==> config.mk <==
export PLATFORM = sky130hd
export DESIGN_NAME = audio_play_cursor_tracker
export DESIGN_NICKNAME = d
export VERILOG_FILES = /design/src/rtl/apct_pkg.sv /design/src/rtl/apct_div.sv /design/src/rtl/apct_dp.sv /design/src/rtl/apct_ctrl.sv /design/src/rtl/audio_play_cursor_tracker.sv
export SDC_FILE = /design/constraint.sdc
export NUM_CORES = 2
export LEC_CHECK = 0
export BUFFER_PORTS_ARGS = -buffer_cell sky130_fd_sc_hd__buf_2
export CAP_MARGIN = 15
export CORE_ASPECT_RATIO = 2
export CORE_MARGIN = 4
export CORE_UTILIZATION = 60
export CTS_CLUSTER_DIAMETER = 100
export DETAILED_ROUTE_END_ITERATION = 12
export GPL_TIMING_DRIVEN = 1
export HOLD_SLACK_MARGIN = 0.1
export PLACE_DENSITY = 0.87
export SLEW_MARGIN = 20
export SYNTH_ARGS = -nofsm -noshare
export SYNTH_HDL_FRONTEND = slang
export SYNTH_SLANG_ARGS = --single-unit
==> constraint.sdc <==
create_clock -name i_clk -period 15.1 [get_ports i_clk]
set_input_delay 1.51 -clock i_clk [delete_from_list [all_inputs] [get_ports i_clk]]
set_output_delay 1.51 -clock i_clk [all_outputs]
set_load 0.02 [all_outputs]
==> src/rtl/apct_pkg.sv <==
// Shared types, constants and helpers for the audio play cursor tracker.
// No dependencies; every other file imports this package.
package apct_pkg;

    // Field and state widths
    localparam int SIZE_BITS      = 24;
    localparam int TIME_BITS      = 48;
    localparam int RATE_BITS      = 20;
    localparam int FRAME_BITS     = 7;
    localparam int FRAC_BITS      = 10;
    localparam int FLAG_BITS      = 8;
    localparam int CMD_BITS       = 3;
    localparam int CFG_IDX_BITS   = 2;
    localparam int STALL_LIMIT_MS = 100;
    localparam int MS_PER_S       = 1000;

    // Datapath widths
    localparam int PROD_BITS    = SIZE_BITS + RATE_BITS;
    localparam int DIVN_BITS    = TIME_BITS;
    localparam int DIVD_BITS    = SIZE_BITS;
    localparam int DIV_CNT_BITS = $clog2(DIVN_BITS);
    localparam int T_BITS       = SIZE_BITS + 2;

    // Divide by one thousand, one 16-bit digit per cycle by reciprocal multiply
    localparam int K_DIG_BITS   = 16;
    localparam int K_STEPS      = TIME_BITS / K_DIG_BITS;
    localparam int K_CNT_BITS   = 2;
    localparam int K_T_BITS     = FRAC_BITS + K_DIG_BITS;
    localparam int K_MAGIC_BITS = 29;
    localparam int K_M_BITS     = K_T_BITS + K_MAGIC_BITS;
    localparam int K_SHIFT      = 38;
    localparam logic [K_MAGIC_BITS-1:0] K_MAGIC = 29'h10624DD3;

    // Register reset values
    localparam logic [SIZE_BITS-1:0]  RST_BUF_SIZE   = SIZE_BITS'(65536);
    localparam logic [FRAME_BITS-1:0] RST_FRAME      = FRAME_BITS'(4);
    localparam logic [SIZE_BITS-1:0]  RST_LOOP_START = '0;
    localparam logic [RATE_BITS-1:0]  RST_DEF_RATE   = RATE_BITS'(48000);

    // Input word layout, lowest bit first
    localparam int IN_CMD_LO   = 0;
    localparam int IN_NOW_LO   = IN_CMD_LO + CMD_BITS;
    localparam int IN_FLAGS_LO = IN_NOW_LO + TIME_BITS;
    localparam int IN_NPOS_LO  = IN_FLAGS_LO + FLAG_BITS;
    localparam int IN_RATE_LO  = IN_NPOS_LO + SIZE_BITS;
    localparam int IN_BITS     = IN_RATE_LO + RATE_BITS;
    localparam int IN_TDATA_BITS = ((IN_BITS + 7) / 8) * 8;

    // Output word layout, lowest bit first
    localparam int OUT_BITS       = 1 + SIZE_BITS + 1 + 1 + SIZE_BITS + SIZE_BITS;
    localparam int OUT_TDATA_BITS = ((OUT_BITS + 7) / 8) * 8;

    typedef enum logic [CMD_BITS-1:0] {
        CMD_INIT    = 3'd0,
        CMD_QUERY   = 3'd1,
        CMD_CONSUME = 3'd2,
        CMD_PLAY    = 3'd3,
        CMD_STOP    = 3'd4,
        CMD_SETPOS  = 3'd5,
        CMD_SETFREQ = 3'd6
    } t_cmd;

    typedef enum logic [CFG_IDX_BITS-1:0] {
        REG_BUF_SIZE   = 2'd0,
        REG_FRAME      = 2'd1,
        REG_LOOP_START = 2'd2,
        REG_DEF_RATE   = 2'd3
    } t_reg;

    // Datapath operations issued by the controller
    typedef enum logic [5:0] {
        OP_NONE, OP_LOAD, OP_FINISH,
        OP_EL, OP_REM, OP_LF, OP_T, OP_STOPEND,
        OP_INIT, OP_PLAY, OP_STOP, OP_SETPOS, OP_SETFREQ,
        D_SZMOD, D_LSMOD, D_NPMOD, D_EL1000, D_FRAC1000, D_FRAMES, D_POS,
        D_REMRATE, D_LS, D_SECLF, D_PRODLF, D_REMLF, D_ADVLF, D_FR1000, D_LEFT,
        M_ELM, M_SECRATE, M_S1RATE, M_ELRATE, M_CURFWD, M_CURLOOP, M_LEN
    } t_op;

    typedef enum logic [5:0] {
        S_IDLE, S_CHK_SZ, S_CHK_LS, S_DISPATCH, S_NPMOD,
        S_A_START, S_A_EL1000, S_A_MULELM, S_A_FRAC1000, S_A_FRAMES, S_A_POS,
        S_A_REM, S_A_REMRATE, S_A_SECRATE, S_A_COND2, S_A_CURFWD, S_A_WRAP,
        S_A_LS, S_A_LF, S_A_SECLF, S_A_S1RATE, S_A_PRODLF, S_A_REMLF, S_A_T,
        S_A_ADVLF, S_A_CURLOOP, S_POST, S_C_ELRATE, S_C_FR1000, S_C_LEFT, S_C_LEN,
        S_APPLY, S_FINISH
    } t_state;

    typedef struct packed {
        t_op  op;
        logic status;
        logic cur_zero;
    } t_ctl;

    typedef struct packed {
        t_cmd cmd;
        logic div_done;
        logic div_rem_zero;
        logic cfg_ok;
        logic init_ok;
        logic can_adv;
        logic cond1;
        logic cond2;
        logic loop_mode;
        logic el_in_limit;
        logic flags_bad;
        logic npos_ge_size;
        logic rsel_zero;
        logic out_busy;
    } t_sts;

    // Ops that run on the shared divider (variable divisor)
    function automatic logic is_div(input t_op op);
        logic r;
        r = (op == D_SZMOD)   || (op == D_LSMOD)   || (op == D_NPMOD)  ||
            (op == D_FRAMES)  || (op == D_POS)     || (op == D_REMRATE) ||
            (op == D_LS)      || (op == D_SECLF)   || (op == D_PRODLF) ||
            (op == D_REMLF)   || (op == D_ADVLF)   || (op == D_LEFT);
        return r;
    endfunction

    // Ops that divide by one thousand
    function automatic logic is_kdiv(input t_op op);
        logic r;
        r = (op == D_EL1000) || (op == D_FRAC1000) || (op == D_FR1000);
        return r;
    endfunction

endpackage

==> src/rtl/apct_div.sv <==
// Shared restoring divider, one quotient bit per cycle.
// Depends on apct_pkg for the dividend and divisor widths.
module apct_div
    import apct_pkg::*;
(
    input  logic                 i_clk,
    input  logic                 i_rst_n,
    input  logic                 i_start,
    input  logic [DIVN_BITS-1:0] i_dividend,
    input  logic [DIVD_BITS-1:0] i_divisor,
    output logic                 o_busy,
    output logic                 o_done,
    output logic [DIVN_BITS-1:0] o_quot,
    output logic [DIVD_BITS-1:0] o_rem
);

    logic                    r_busy, r_done;
    logic [DIV_CNT_BITS-1:0] r_cnt;
    logic [DIVN_BITS-1:0]    r_q;
    logic [DIVD_BITS-1:0]    r_r;
    logic [DIVD_BITS-1:0]    r_dsr;
    logic [DIVD_BITS:0]      trial;
    logic                    qbit;
    logic [DIVD_BITS-1:0]    n_r;

    // Trial subtract of the divisor from the shifted partial remainder
    always_comb begin
        trial = {r_r, r_q[DIVN_BITS-1]} - {1'b0, r_dsr};
        qbit  = !trial[DIVD_BITS];
        n_r   = qbit ? trial[DIVD_BITS-1:0] : {r_r[DIVD_BITS-2:0], r_q[DIVN_BITS-1]};
    end

    // Sequence control
    always_ff @(posedge i_clk) begin
        if (!i_rst_n) begin
            r_busy <= 1'b0;
            r_done <= 1'b0;
            r_cnt  <= '0;
        end else begin
            r_done <= 1'b0;
            if (i_start) begin
                r_busy <= 1'b1;
                r_cnt  <= DIV_CNT_BITS'(DIVN_BITS - 1);
            end else if (r_busy) begin
                if (r_cnt == '0) begin
                    r_busy <= 1'b0;
                    r_done <= 1'b1;
                end else begin
                    r_cnt <= r_cnt - 1'b1;
                end
            end
        end
    end

    // Shift quotient bits in, hold the remainder
    always_ff @(posedge i_clk) begin
        if (i_start) begin
            r_q   <= i_dividend;
            r_r   <= '0;
            r_dsr <= i_divisor;
        end else if (r_busy) begin
            r_q <= {r_q[DIVN_BITS-2:0], qbit};
            r_r <= n_r;
        end
    end

    assign o_busy = r_busy;
    assign o_done = r_done;
    assign o_quot = r_q;
    assign o_rem  = r_r;

endmodule

==> src/rtl/apct_dp.sv <==
// Datapath: configuration registers, cursor state, temporaries, the shared
// multiplier, the divider instance and the output register. Uses apct_pkg, apct_div.
module apct_dp
    import apct_pkg::*;
(
    input  logic                      i_clk,
    input  logic                      i_rst_n,
    input  logic                      i_cfg_we,
    input  logic [CFG_IDX_BITS-1:0]   i_cfg_idx,
    input  logic [SIZE_BITS-1:0]      i_cfg_data,
    input  logic [IN_TDATA_BITS-1:0]  i_in_data,
    input  t_ctl                      i_ctl,
    output t_sts                      o_sts,
    input  logic                      i_m_axis_tready,
    output logic                      o_m_axis_tvalid,
    output logic [OUT_TDATA_BITS-1:0] o_m_axis_tdata
);

    // Configuration and persistent state
    logic [SIZE_BITS-1:0]  r_size, r_loop, r_cur;
    logic [FRAME_BITS-1:0] r_frame;
    logic [RATE_BITS-1:0]  r_def, r_rate;
    logic [FRAC_BITS-1:0]  r_frac;
    logic [TIME_BITS-1:0]  r_last;
    logic                  r_run, r_loopm, r_out_valid;

    // Captured command word
    t_cmd                  r_cmd;
    logic [TIME_BITS-1:0]  r_now;
    logic [FLAG_BITS-1:0]  r_flags;
    logic [SIZE_BITS-1:0]  r_npos;
    logic [RATE_BITS-1:0]  r_nrate;

    // Temporaries
    logic [TIME_BITS-1:0]  r_el, r_sec;
    logic [FRAC_BITS-1:0]  r_elm, r_f0;
    logic [PROD_BITS-1:0]  r_prod;
    logic [SIZE_BITS-1:0]  r_fq, r_frames, r_pos, r_rem, r_ls, r_lf;
    logic [SIZE_BITS-1:0]  r_s1, r_s2, r_s3, r_s4, r_p, r_fr, r_len;
    logic [T_BITS-1:0]     r_t;
    logic                  r_szok, r_lsok, r_cvalid;

    // Output word
    logic                  r_o_status, r_o_play, r_o_cv;
    logic [SIZE_BITS-1:0]  r_o_cur, r_o_off, r_o_len;

    // Divide-by-thousand unit
    logic [TIME_BITS-1:0]  r_kx, r_kq;
    logic [FRAC_BITS-1:0]  r_kr;
    logic [K_CNT_BITS-1:0] r_kcnt;
    logic                  r_kbusy, r_kdone;
    logic [TIME_BITS-1:0]  k_n;
    logic                  k_start;
    logic [K_T_BITS-1:0]   k_t, k_q1000, k_rem;
    logic [K_M_BITS-1:0]   k_m;
    logic [K_DIG_BITS-1:0] k_qd;

    logic [DIVN_BITS-1:0]  div_n, div_q;
    logic [DIVD_BITS-1:0]  div_d, div_r;
    logic                  div_start, div_busy, div_done;
    logic [SIZE_BITS-1:0]  mul_a;
    logic [RATE_BITS-1:0]  mul_b;
    logic [PROD_BITS-1:0]  mul_p, sum;
    logic [RATE_BITS-1:0]  rsel;
    logic [SIZE_BITS-1:0]  left_n;
    t_op                   op;

    assign op     = i_ctl.op;
    assign rsel   = (r_nrate != '0) ? r_nrate : r_def;
    assign sum    = r_prod + PROD_BITS'(r_fq);
    assign left_n = (r_p < r_size) ? (r_size - r_p) : '0;

    // Divider operand selection
    always_comb begin
        div_n = '0;
        div_d = '0;
        unique case (op)
            D_SZMOD:    begin div_n = DIVN_BITS'(r_size);  div_d = DIVD_BITS'(r_frame); end
            D_LSMOD:    begin div_n = DIVN_BITS'(r_loop);  div_d = DIVD_BITS'(r_frame); end
            D_NPMOD:    begin div_n = DIVN_BITS'(r_npos);  div_d = DIVD_BITS'(r_frame); end
            D_FRAMES:   begin div_n = DIVN_BITS'(r_size);  div_d = DIVD_BITS'(r_frame); end
            D_POS:      begin div_n = DIVN_BITS'(r_cur);   div_d = DIVD_BITS'(r_frame); end
            D_REMRATE:  begin div_n = DIVN_BITS'(r_rem);   div_d = DIVD_BITS'(r_rate);  end
            D_LS:       begin div_n = DIVN_BITS'(r_loop);  div_d = DIVD_BITS'(r_frame); end
            D_SECLF:    begin div_n = r_sec;               div_d = r_lf; end
            D_PRODLF:   begin div_n = DIVN_BITS'(r_prod);  div_d = r_lf; end
            D_REMLF:    begin div_n = DIVN_BITS'(r_rem);   div_d = r_lf; end
            D_ADVLF:    begin div_n = DIVN_BITS'(r_t);     div_d = r_lf; end
            D_LEFT:     begin div_n = DIVN_BITS'(left_n);  div_d = DIVD_BITS'(r_frame); end
            default:    ;
        endcase
    end

    // Launch a division once per division op
    assign div_start = is_div(op) && !div_busy && !div_done;

    apct_div u_div (
        .i_clk      (i_clk),
        .i_rst_n    (i_rst_n),
        .i_start    (div_start),
        .i_dividend (div_n),
        .i_divisor  (div_d),
        .o_busy     (div_busy),
        .o_done     (div_done),
        .o_quot     (div_q),
        .o_rem      (div_r)
    );

    // Dividend selection for the divide-by-thousand unit
    always_comb begin
        k_n = '0;
        unique case (op)
            D_EL1000:   k_n = r_el;
            D_FRAC1000: k_n = TIME_BITS'(r_prod) + TIME_BITS'(r_frac);
            D_FR1000:   k_n = TIME_BITS'(r_prod) + TIME_BITS'(r_f0);
            default:    ;
        endcase
    end

    assign k_start = is_kdiv(op) && !r_kbusy && !r_kdone;

    // One digit step: remainder and next 16 dividend bits over one thousand
    always_comb begin
        k_t     = {r_kr, r_kx[TIME_BITS-1 -: K_DIG_BITS]};
        k_m     = K_M_BITS'(k_t) * K_M_BITS'(K_MAGIC);
        k_qd    = k_m[K_SHIFT +: K_DIG_BITS];
        k_q1000 = K_T_BITS'(k_qd) * K_T_BITS'(MS_PER_S);
        k_rem   = k_t - k_q1000;
    end

    // Divide-by-thousand sequence control
    always_ff @(posedge i_clk) begin
        if (!i_rst_n) begin
            r_kbusy <= 1'b0;
            r_kdone <= 1'b0;
            r_kcnt  <= '0;
        end else begin
            r_kdone <= 1'b0;
            if (k_start) begin
                r_kbusy <= 1'b1;
                r_kcnt  <= K_CNT_BITS'(K_STEPS - 1);
            end else if (r_kbusy) begin
                if (r_kcnt == '0) begin
                    r_kbusy <= 1'b0;
                    r_kdone <= 1'b1;
                end else begin
                    r_kcnt <= r_kcnt - 1'b1;
                end
            end
        end
    end

    // Shift dividend digits out and quotient digits in
    always_ff @(posedge i_clk) begin
        if (k_start) begin
            r_kx <= k_n;
            r_kr <= '0;
            r_kq <= '0;
        end else if (r_kbusy) begin
            r_kx <= {r_kx[TIME_BITS-K_DIG_BITS-1:0], {K_DIG_BITS{1'b0}}};
            r_kr <= k_rem[FRAC_BITS-1:0];
            r_kq <= {r_kq[TIME_BITS-K_DIG_BITS-1:0], k_qd};
        end
    end

    // Shared multiplier operand selection
    always_comb begin
        mul_a = '0;
        mul_b = '0;
        unique case (op)
            M_ELM:     begin mul_a = SIZE_BITS'(r_elm);         mul_b = r_rate; end
            M_SECRATE: begin mul_a = r_sec[SIZE_BITS-1:0];      mul_b = r_rate; end
            M_S1RATE:  begin mul_a = r_s1;                      mul_b = r_rate; end
            M_ELRATE:  begin mul_a = r_el[SIZE_BITS-1:0];       mul_b = r_rate; end
            M_CURFWD:  begin
                mul_a = r_pos + sum[SIZE_BITS-1:0];
                mul_b = RATE_BITS'(r_frame);
            end
            M_CURLOOP: begin mul_a = r_ls + r_s4;  mul_b = RATE_BITS'(r_frame); end
            M_LEN:     begin mul_a = r_fr;         mul_b = RATE_BITS'(r_frame); end
            default:   ;
        endcase
    end

    assign mul_p = PROD_BITS'(mul_a) * PROD_BITS'(mul_b);

    // Configuration, persistent state and output handshake
    always_ff @(posedge i_clk) begin
        if (!i_rst_n) begin
            r_size      <= RST_BUF_SIZE;
            r_frame     <= RST_FRAME;
            r_loop      <= RST_LOOP_START;
            r_def       <= RST_DEF_RATE;
            r_cur       <= '0;
            r_frac      <= '0;
            r_last      <= '0;
            r_run       <= 1'b0;
            r_loopm     <= 1'b0;
            r_rate      <= '0;
            r_out_valid <= 1'b0;
        end else begin
            if (i_cfg_we) begin
                unique case (t_reg'(i_cfg_idx))
                    REG_BUF_SIZE:   r_size  <= i_cfg_data;
                    REG_FRAME:      r_frame <= i_cfg_data[FRAME_BITS-1:0];
                    REG_LOOP_START: r_loop  <= i_cfg_data;
                    REG_DEF_RATE:   r_def   <= i_cfg_data[RATE_BITS-1:0];
                    default:        ;
                endcase
            end
            // Raise the result word on finish, drop it once taken
            if (op == OP_FINISH) begin
                r_out_valid <= 1'b1;
            end else if (r_out_valid && i_m_axis_tready) begin
                r_out_valid <= 1'b0;
            end
            unique case (op)
                D_FRAC1000: begin
                    if (r_kdone) begin
                        r_frac <= r_kr;
                        r_last <= r_now;
                    end
                end
                M_CURFWD:  r_cur <= mul_p[SIZE_BITS-1:0];
                M_CURLOOP: r_cur <= mul_p[SIZE_BITS-1:0];
                OP_STOPEND: begin
                    r_run  <= 1'b0;
                    r_cur  <= '0;
                    r_frac <= '0;
                end
                OP_INIT: begin
                    r_rate  <= rsel;
                    r_cur   <= '0;
                    r_frac  <= '0;
                    r_last  <= r_now;
                    r_run   <= 1'b0;
                    r_loopm <= 1'b0;
                end
                OP_PLAY: begin
                    if (r_flags[1]) begin
                        r_cur  <= '0;
                        r_frac <= '0;
                    end
                    r_loopm <= r_flags[0];
                    r_run   <= 1'b1;
                    if (r_now > r_last) begin
                        r_last <= r_now;
                    end
                end
                OP_STOP:    r_run <= 1'b0;
                OP_SETPOS: begin
                    r_cur  <= r_npos;
                    r_frac <= '0;
                end
                OP_SETFREQ: r_rate <= rsel;
                default:    ;
            endcase
        end
    end

    // Command capture, temporaries and output word
    always_ff @(posedge i_clk) begin
        unique case (op)
            OP_LOAD: begin
                r_cmd    <= t_cmd'(i_in_data[IN_CMD_LO +: CMD_BITS]);
                r_now    <= i_in_data[IN_NOW_LO +: TIME_BITS];
                r_flags  <= i_in_data[IN_FLAGS_LO +: FLAG_BITS];
                r_npos   <= i_in_data[IN_NPOS_LO +: SIZE_BITS];
                r_nrate  <= i_in_data[IN_RATE_LO +: RATE_BITS];
                r_cvalid <= 1'b0;
            end
            OP_EL: begin
                r_el <= r_now - r_last;
                r_p  <= r_cur;
                r_f0 <= r_frac;
            end
            OP_REM:  r_rem <= (r_pos < r_frames) ? (r_frames - r_pos) : '0;
            OP_LF:   r_lf  <= r_frames - r_ls;
            OP_T:    r_t   <= T_BITS'(r_s2) + T_BITS'(r_fq) + T_BITS'(r_lf) - T_BITS'(r_s3);
            D_SZMOD: if (div_done) r_szok <= (div_r == '0);
            D_LSMOD: if (div_done) r_lsok <= (div_r == '0);
            D_EL1000: begin
                if (r_kdone) begin
                    r_sec <= r_kq;
                    r_elm <= r_kr;
                end
            end
            D_FRAC1000: if (r_kdone)  r_fq     <= r_kq[SIZE_BITS-1:0];
            D_FRAMES:   if (div_done) r_frames <= div_q[SIZE_BITS-1:0];
            D_POS:      if (div_done) r_pos    <= div_q[SIZE_BITS-1:0];
            D_LS:       if (div_done) r_ls     <= div_q[SIZE_BITS-1:0];
            D_SECLF:    if (div_done) r_s1     <= div_r;
            D_PRODLF:   if (div_done) r_s2     <= div_r;
            D_REMLF:    if (div_done) r_s3     <= div_r;
            D_ADVLF:    if (div_done) r_s4     <= div_r;
            D_FR1000:   if (r_kdone)  r_fr     <= r_kq[SIZE_BITS-1:0];
            D_LEFT: begin
                // clamp the due frames to what is left before the end
                if (div_done && (DIVN_BITS'(r_fr) > div_q)) begin
                    r_fr <= div_q[SIZE_BITS-1:0];
                end
            end
            M_ELM, M_SECRATE, M_S1RATE, M_ELRATE: r_prod <= mul_p;
            M_LEN: begin
                r_len    <= mul_p[SIZE_BITS-1:0];
                r_cvalid <= (mul_p[PROD_BITS-1:SIZE_BITS] == '0);
            end
            OP_FINISH: begin
                r_o_status <= i_ctl.status;
                r_o_cur    <= i_ctl.cur_zero ? '0 : r_cur;
                r_o_play   <= r_run;
                r_o_cv     <= r_cvalid;
                r_o_off    <= r_cvalid ? r_p : '0;
                r_o_len    <= r_cvalid ? r_len : '0;
            end
            default: ;
        endcase
    end

    // Status toward the controller
    always_comb begin
        o_sts.cmd          = r_cmd;
        o_sts.div_done     = div_done || r_kdone;
        o_sts.div_rem_zero = (div_r == '0);
        o_sts.cfg_ok       = (r_size != '0) && (r_rate != '0) && (r_frame != '0) &&
                             r_szok && r_lsok && (r_loop < r_size);
        o_sts.init_ok      = (r_size != '0) && (rsel != '0) && (r_frame != '0) && r_szok;
        o_sts.can_adv      = r_run && (r_now > r_last);
        o_sts.cond1        = (r_sec <= div_q);
        o_sts.cond2        = (sum < PROD_BITS'(r_rem));
        o_sts.loop_mode    = r_loopm;
        o_sts.el_in_limit  = (r_el <= TIME_BITS'(STALL_LIMIT_MS));
        o_sts.flags_bad    = (r_flags[FLAG_BITS-1:2] != '0);
        o_sts.npos_ge_size = (r_npos >= r_size);
        o_sts.rsel_zero    = (rsel == '0);
        o_sts.out_busy     = r_out_valid && !i_m_axis_tready;
    end

    assign o_m_axis_tvalid = r_out_valid;
    assign o_m_axis_tdata  = {{(OUT_TDATA_BITS-OUT_BITS){1'b0}}, r_o_len, r_o_off,
                              r_o_cv, r_o_play, r_o_cur, r_o_status};

    // A result word only appears after a finish op
    a_out_from_finish: assert property (@(posedge i_clk) disable iff (!i_rst_n)
        $rose(r_out_valid) |-> $past(op == OP_FINISH))
        else $error("output word raised without finish");

    // Finish never overwrites a word still waiting
    a_no_overwrite: assert property (@(posedge i_clk) disable iff (!i_rst_n)
        (op == OP_FINISH) |-> !(r_out_valid && !i_m_axis_tready))
        else $error("pending output word overwritten");

    // Sub-frame remainder stays below one frame
    a_frac_range: assert property (@(posedge i_clk) disable iff (!i_rst_n)
        r_frac < FRAC_BITS'(MS_PER_S))
        else $error("frame remainder out of range");

endmodule

==> src/rtl/apct_ctrl.sv <==
// Controller state machine: sequences the datapath through the checks,
// cursor advance and command updates. Depends on apct_pkg.
module apct_ctrl
    import apct_pkg::*;
(
    input  logic i_clk,
    input  logic i_rst_n,
    input  logic i_accept,
    input  t_sts i_sts,
    output logic o_ready,
    output t_ctl o_ctl
);

    t_state r_state, n_state;
    logic   r_status, n_status;
    logic   r_cur_zero, n_cur_zero;
    logic   r_adv, n_adv;

    // Hold control registers
    always_ff @(posedge i_clk) begin
        if (!i_rst_n) begin
            r_state    <= S_IDLE;
            r_status   <= 1'b0;
            r_cur_zero <= 1'b0;
            r_adv      <= 1'b0;
        end else begin
            r_state    <= n_state;
            r_status   <= n_status;
            r_cur_zero <= n_cur_zero;
            r_adv      <= n_adv;
        end
    end

    // Next state
    always_comb begin
        n_state    = r_state;
        n_status   = r_status;
        n_cur_zero = r_cur_zero;
        n_adv      = r_adv;
        unique case (r_state)
            S_IDLE: begin
                if (i_accept) begin
                    n_state    = S_CHK_SZ;
                    n_status   = 1'b0;
                    n_cur_zero = 1'b0;
                    n_adv      = 1'b0;
                end
            end
            S_CHK_SZ: if (i_sts.div_done) n_state = S_CHK_LS;
            S_CHK_LS: if (i_sts.div_done) n_state = S_DISPATCH;
            S_DISPATCH: begin
                n_state  = S_FINISH;
                n_status = 1'b1;
                unique case (i_sts.cmd)
                    CMD_INIT: begin
                        if (i_sts.init_ok) begin
                            n_state  = S_APPLY;
                            n_status = 1'b0;
                        end
                    end
                    CMD_QUERY: begin
                        if (i_sts.cfg_ok) begin
                            n_state  = S_A_START;
                            n_status = 1'b0;
                        end else begin
                            n_cur_zero = 1'b1;
                        end
                    end
                    CMD_CONSUME: begin
                        if (i_sts.cfg_ok) begin
                            n_state  = S_A_START;
                            n_status = 1'b0;
                        end
                    end
                    CMD_PLAY: begin
                        if (i_sts.cfg_ok && !i_sts.flags_bad) begin
                            n_state  = S_A_START;
                            n_status = 1'b0;
                        end
                    end
                    CMD_STOP: begin
                        n_status = 1'b0;
                        n_state  = i_sts.cfg_ok ? S_A_START : S_APPLY;
                    end
                    CMD_SETPOS: begin
                        if (i_sts.cfg_ok && !i_sts.npos_ge_size) begin
                            n_state  = S_NPMOD;
                            n_status = 1'b0;
                        end
                    end
                    CMD_SETFREQ: begin
                        if (i_sts.cfg_ok && !i_sts.rsel_zero) begin
                            n_state  = S_A_START;
                            n_status = 1'b0;
                        end
                    end
                    default: ;
                endcase
            end
            S_NPMOD: begin
                if (i_sts.div_done) begin
                    if (i_sts.div_rem_zero) begin
                        n_state = S_A_START;
                    end else begin
                        n_status = 1'b1;
                        n_state  = S_FINISH;
                    end
                end
            end
            S_A_START: begin
                n_adv   = i_sts.can_adv;
                n_state = i_sts.can_adv ? S_A_EL1000 : S_POST;
            end
            S_A_EL1000:   if (i_sts.div_done) n_state = S_A_MULELM;
            S_A_MULELM:   n_state = S_A_FRAC1000;
            S_A_FRAC1000: if (i_sts.div_done) n_state = S_A_FRAMES;
            S_A_FRAMES:   if (i_sts.div_done) n_state = S_A_POS;
            S_A_POS:      if (i_sts.div_done) n_state = S_A_REM;
            S_A_REM:      n_state = S_A_REMRATE;
            S_A_REMRATE: begin
                if (i_sts.div_done) begin
                    n_state = i_sts.cond1 ? S_A_SECRATE : S_A_WRAP;
                end
            end
            S_A_SECRATE:  n_state = S_A_COND2;
            S_A_COND2:    n_state = i_sts.cond2 ? S_A_CURFWD : S_A_WRAP;
            S_A_CURFWD:   n_state = S_POST;
            S_A_WRAP:     n_state = i_sts.loop_mode ? S_A_LS : S_POST;
            S_A_LS:       if (i_sts.div_done) n_state = S_A_LF;
            S_A_LF:       n_state = S_A_SECLF;
            S_A_SECLF:    if (i_sts.div_done) n_state = S_A_S1RATE;
            S_A_S1RATE:   n_state = S_A_PRODLF;
            S_A_PRODLF:   if (i_sts.div_done) n_state = S_A_REMLF;
            S_A_REMLF:    if (i_sts.div_done) n_state = S_A_T;
            S_A_T:        n_state = S_A_ADVLF;
            S_A_ADVLF:    if (i_sts.div_done) n_state = S_A_CURLOOP;
            S_A_CURLOOP:  n_state = S_POST;
            S_POST: begin
                unique case (i_sts.cmd)
                    CMD_CONSUME: begin
                        n_state = (r_adv && i_sts.el_in_limit) ? S_C_ELRATE : S_FINISH;
                    end
                    CMD_QUERY: n_state = S_FINISH;
                    default:   n_state = S_APPLY;
                endcase
            end
            S_C_ELRATE: n_state = S_C_FR1000;
            S_C_FR1000: begin
                if (i_sts.div_done) begin
                    n_state = i_sts.loop_mode ? S_C_LEN : S_C_LEFT;
                end
            end
            S_C_LEFT: if (i_sts.div_done) n_state = S_C_LEN;
            S_C_LEN:  n_state = S_FINISH;
            S_APPLY:  n_state = S_FINISH;
            S_FINISH: if (!i_sts.out_busy) n_state = S_IDLE;
            default:  n_state = S_IDLE;
        endcase
    end

    // Datapath commands
    always_comb begin
        o_ready          = (r_state == S_IDLE);
        o_ctl.status     = r_status;
        o_ctl.cur_zero   = r_cur_zero;
        o_ctl.op         = OP_NONE;
        unique case (r_state)
            S_IDLE:       o_ctl.op = i_accept ? OP_LOAD : OP_NONE;
            S_CHK_SZ:     o_ctl.op = D_SZMOD;
            S_CHK_LS:     o_ctl.op = D_LSMOD;
            S_NPMOD:      o_ctl.op = D_NPMOD;
            S_A_START:    o_ctl.op = OP_EL;
            S_A_EL1000:   o_ctl.op = D_EL1000;
            S_A_MULELM:   o_ctl.op = M_ELM;
            S_A_FRAC1000: o_ctl.op = D_FRAC1000;
            S_A_FRAMES:   o_ctl.op = D_FRAMES;
            S_A_POS:      o_ctl.op = D_POS;
            S_A_REM:      o_ctl.op = OP_REM;
            S_A_REMRATE:  o_ctl.op = D_REMRATE;
            S_A_SECRATE:  o_ctl.op = M_SECRATE;
            S_A_CURFWD:   o_ctl.op = M_CURFWD;
            S_A_WRAP:     o_ctl.op = i_sts.loop_mode ? OP_NONE : OP_STOPEND;
            S_A_LS:       o_ctl.op = D_LS;
            S_A_LF:       o_ctl.op = OP_LF;
            S_A_SECLF:    o_ctl.op = D_SECLF;
            S_A_S1RATE:   o_ctl.op = M_S1RATE;
            S_A_PRODLF:   o_ctl.op = D_PRODLF;
            S_A_REMLF:    o_ctl.op = D_REMLF;
            S_A_T:        o_ctl.op = OP_T;
            S_A_ADVLF:    o_ctl.op = D_ADVLF;
            S_A_CURLOOP:  o_ctl.op = M_CURLOOP;
            S_C_ELRATE:   o_ctl.op = M_ELRATE;
            S_C_FR1000:   o_ctl.op = D_FR1000;
            S_C_LEFT:     o_ctl.op = D_LEFT;
            S_C_LEN:      o_ctl.op = M_LEN;
            S_APPLY: begin
                unique case (i_sts.cmd)
                    CMD_INIT:    o_ctl.op = OP_INIT;
                    CMD_PLAY:    o_ctl.op = OP_PLAY;
                    CMD_STOP:    o_ctl.op = OP_STOP;
                    CMD_SETPOS:  o_ctl.op = OP_SETPOS;
                    CMD_SETFREQ: o_ctl.op = OP_SETFREQ;
                    default:     o_ctl.op = OP_NONE;
                endcase
            end
            S_FINISH:     o_ctl.op = i_sts.out_busy ? OP_NONE : OP_FINISH;
            default:      o_ctl.op = OP_NONE;
        endcase
    end

    // An accepted word always starts with the register checks
    a_accept_start: assert property (@(posedge i_clk) disable iff (!i_rst_n)
        i_accept |=> (r_state == S_CHK_SZ))
        else $error("accepted word did not start the checks");

    // A finished command frees the input side
    a_finish_idle: assert property (@(posedge i_clk) disable iff (!i_rst_n)
        (r_state == S_FINISH && !i_sts.out_busy) |=> (r_state == S_IDLE))
        else $error("finish did not return to idle");

endmodule

==> src/rtl/audio_play_cursor_tracker.sv <==
// Top level of the audio play cursor tracker: stream ports, configuration
// port, controller and datapath. Depends on apct_pkg, apct_ctrl, apct_dp.
//
// One command word in gives one result word out. A command finishes only
// once the previous result no longer waits on the output. Divisions by a
// register value (frame alignment checks, frames and positions, loop wrap
// modulos) run on one shared 48-step restoring divider; divisions by one
// thousand run on a digit unit. Two divider runs always happen for the
// register checks, a set position adds one, a cursor advance adds three
// plus two by one thousand, a wrap into the loop tail five more, and a
// consume one by one thousand plus one more divider run when not looping.
// Input is taken only while no command is in work; a finished result sits
// in the output register and does not block the next input word.
// Configuration writes take effect on the cycle after the write enable.
module audio_play_cursor_tracker
    import apct_pkg::*;
(
    input  logic                      i_clk,
    input  logic                      i_rst_n,
    // configuration write port
    input  logic                      i_cfg_we,
    input  logic [CFG_IDX_BITS-1:0]   i_cfg_idx,
    input  logic [SIZE_BITS-1:0]      i_cfg_data,
    // command stream
    input  logic                      i_s_axis_tvalid,
    output logic                      o_s_axis_tready,
    // cmd, now_ms, play flag bits, new position, new sample rate, zero pad
    input  logic [IN_TDATA_BITS-1:0]  i_s_axis_tdata,
    // result stream
    output logic                      o_m_axis_tvalid,
    input  logic                      i_m_axis_tready,
    // status, cursor position, is_playing, consume_valid, consume_offset_bytes,
    // consume_length_bytes, zero pad
    output logic [OUT_TDATA_BITS-1:0] o_m_axis_tdata
);

    t_ctl ctl;
    t_sts sts;
    logic ready;
    logic accept;

    // Accept a command word only when the controller is free
    assign o_s_axis_tready = ready;
    assign accept          = i_s_axis_tvalid && ready;

    apct_ctrl u_ctrl (
        .i_clk    (i_clk),
        .i_rst_n  (i_rst_n),
        .i_accept (accept),
        .i_sts    (sts),
        .o_ready  (ready),
        .o_ctl    (ctl)
    );

    apct_dp u_dp (
        .i_clk           (i_clk),
        .i_rst_n         (i_rst_n),
        .i_cfg_we        (i_cfg_we),
        .i_cfg_idx       (i_cfg_idx),
        .i_cfg_data      (i_cfg_data),
        .i_in_data       (i_s_axis_tdata),
        .i_ctl           (ctl),
        .o_sts           (sts),
        .i_m_axis_tready (i_m_axis_tready),
        .o_m_axis_tvalid (o_m_axis_tvalid),
        .o_m_axis_tdata  (o_m_axis_tdata)
    );

endmodule

==> results.md <==
* Max_slew headroom at 0.142
* Layout Cells excl Fill at 10600
* Yosys reg bits at 1082
* Remaining Overflow, GRT at 0
* Fin. max-slew vios at 0
* Avg Cell Area, Syn at 9.99 um2
* Nets at 10300
* Max Cap Violations at 0
* Commonest non-fill, non-tap cell in the layout: inv_1
* Worst-Margin Slew at 1.29 ns
* Die width at 273 um
* Critical Path Fanout Max at 6
* Synthesized instance count at 8444
* Row cnt at 194
* Fmax at 72.6 MHz
* Reg2Reg Setup Slack at 1.33 ns
* Final HPWL DP at 280000 um
* PostCTS Resize Cnt at 0
* Setup CP Type: flip-flop to flip-flop
* Placed cells at 10400
* Die outline height at 538 um
* Total global-route track usage at 0.481
* Reg2Reg Capture Point: u_dp.r_cvalid
* Clock insertion delay at the later pin of the skew report at 0.76 ns
* Clock skew at 0.0505 ns
* Arrival @ worst endpoint at 14.31 ns
* Sequential cell area at 29700 um2
* CORE AREA at 140000 um2
* I/O pin count at 217
* Gpl congestion at 1.08
* Final Hold Viols at 0
* Final WL at 355000 um
* Unrepaired setup endpoints after global routing: false
* Main synth FF type: edfxtp_1
* Most frequent CP cell: fa_1
* Hold Buf Count CTS at 0
* Most frequent cells in the layout: 1175 x inv_1, 875 x nand2_1, 862 x ha_1, 799 x edfxtp_1, 658 x fa_1
* Tmin final at 13.77 ns
* Share of cells above drive strength 1 at 0.0787
* CP peak stage delay at 0.87 ns
* Hold Path Sink: u_dp.r_sec[42]
* HP Start: u_dp.r_kq[42]
* Router iterations before antenna repair at 12
* H-tree Lvls at 3
* Ys async rst share at 0
* Endpoint type of the worst setup path: flip-flop
* Clk sink count at 1082
* Root buffer cell: clkbuf_16
* Slowest-stage cell, CP: a221o_1
* IO Port Bufs at 210
* RR Startpoint: u_dp.r_prod[0]
* CTS tree: yes
* Vias in the first global route at 72100
* Mapped Area at 84300 um2
* Hold Crit Class: flip-flop to flip-flop
* Total number of vias at 70300
* EDFF count, synth at 799
* Worst path required time at 15.64 ns
* Library cells used by synthesis at 81
* Setup TNS Final at 0 ns
* Number of antenna-violating nets in the routed design at 0
* DRC viols at 0
* Fillcell total at 10900
* Routed vias/inst at 6.62
* Initial antenna violation count at 46
* Area occupied by multi-input gates at 49400 um2
* CTS Buffer Depth at 3
* Starting Density at 0.603
* Drt initial violations at 7966
* Synth warnings at 0
* Hold Path Depth at 0
* R2R depth at 43
* First-pass GRT wire length at 501000 um
* P&R area growth vs syn at 9.02%
* CP startpoint kind: flip-flop
* Largest net degree at the start of global routing at 123
* Post-synthesis sequential area ratio at 0.352
* Setup bufs post-CTS at 0
* Wire length per cell at 33.4 um
* CTS buffer count at 97
* Final setup violation count at 0
* Die area at 147000 um2
* Status: finished, final reports clean
* Clock-pin slew on the worst setup and hold paths at 0.07 ns
* Final period util at 0.912
worst max-delay path by stage:
stage / start / to / slack [ns] / depth (start not counted)
after floorplan: u_dp.r_prod[0] / u_dp.r_cvalid / 3.72 / 43
after global placement: u_dp.r_prod[0] / u_dp.r_cvalid / 1.60 / 44
after detailed placement: u_dp.r_prod[0] / u_dp.r_cvalid / 1.63 / 44
final: u_dp.r_prod[0] / u_dp.r_cvalid / 1.33 / 43
after global routing: u_dp.r_prod[0] / u_dp.r_cvalid / 0.70 / 44
after CTS: u_dp.r_prod[0] / u_dp.r_cvalid / 1.57 / 44
flip-flops by register name (all words and copies together), names as in the netlist, 44 cells and up:
register / count
u_dp.r_sec: 48
u_dp.u_div.o_quot: 48
u_dp.r_kq: 48
u_dp.r_last: 48
u_dp.r_prod: 44
u_dp.r_el: 48
u_dp.r_kx: 48
u_dp.r_now: 48
cells by family (layout without fill, tap and decap cells):
group	Yosys count	in the layout	synth area share
adders and majority gates	1520	1520	0.284
xor gates and xnor gates	333	333	0.0346
other	1	47	0.0000445
and+or+nand+nor	2306	2306	0.126
muxes	97	97	0.0120
DFF	1082	1082	0.352
buffers and inverters	1489	1770	0.0667
AOI/OAI and AO/OA	1616	1616	0.125
layer usage:
metal | global-route usage | part of all wire | vias to the layer above
met5 | 0 | 0.00030 | -
li1 | - | - | 29500
met4 | 0.542 | 0.15 | 16
met2 | 0.775 | 0.47 | 4639
met3 | 0.130 | 0.095 | 2014
met1 | 0.464 | 0.29 | 34200
critical path: cells and delay by family (launching register included):
family / cells / cell delay, ns
adders and majority gates: 11 / 5.01
xor gates and xnor gates: 3 / 0.69
and+or+nand+nor: 9 / 2.65
DFF: 1 / 0.50
buffers and inverters: 7 / 0.49
AOI/OAI and AO/OA: 13 / 4.24
stage by stage:
step           hold WS, ns  worst slack [ns]   util  cell area, um2
4_1_cts              0.432              1.57  0.656           91800
5_1_grt              0.444             0.703  0.657           91900
6_report             0.432              1.33  0.658           91900
3_3_place_gp         0.413              1.60  0.632           88300
3_5_place_dp         0.415              1.63  0.632           88300
2_1_floorplan        0.408              3.72      -           84300
cell usage after synthesis, types with 72 or more instances:
cell,n,area (um2)
a21o_1,136,1020
a21oi_1,465,2330
a22oi_1,120,901
and2_1,153,957
clkbuf_1,271,1020
dfxtp_1,283,5670
edfxtp_1,799,24000
fa_1,658,13200
ha_1,862,10800
inv_1,1180,4430
nand2_1,875,3280
nand3_1,170,851
nand4_1,72,450
nor2_1,564,2120
nor2b_1,100,626
nor3_1,96,480
o21ai_0,298,1490
xnor2_1,216,1890
xor2_1,117,1020
final cells by class:
cell class	count	area share
Clock inverter	57	0.00840
Tap cell	1862	0.0253
Sequential cell	1082	0.323
Inverter	1182	0.0484
Clock buffer	127	0.0292
Timing Repair Buffer	404	0.0274
Antenna cell	42	0.00114
Multi-Input combinational cell	5877	0.538
Power is left out: the tool's default activity adds up to more than one toggle a clock period on the data nets, which glitch-free logic cannot reach.
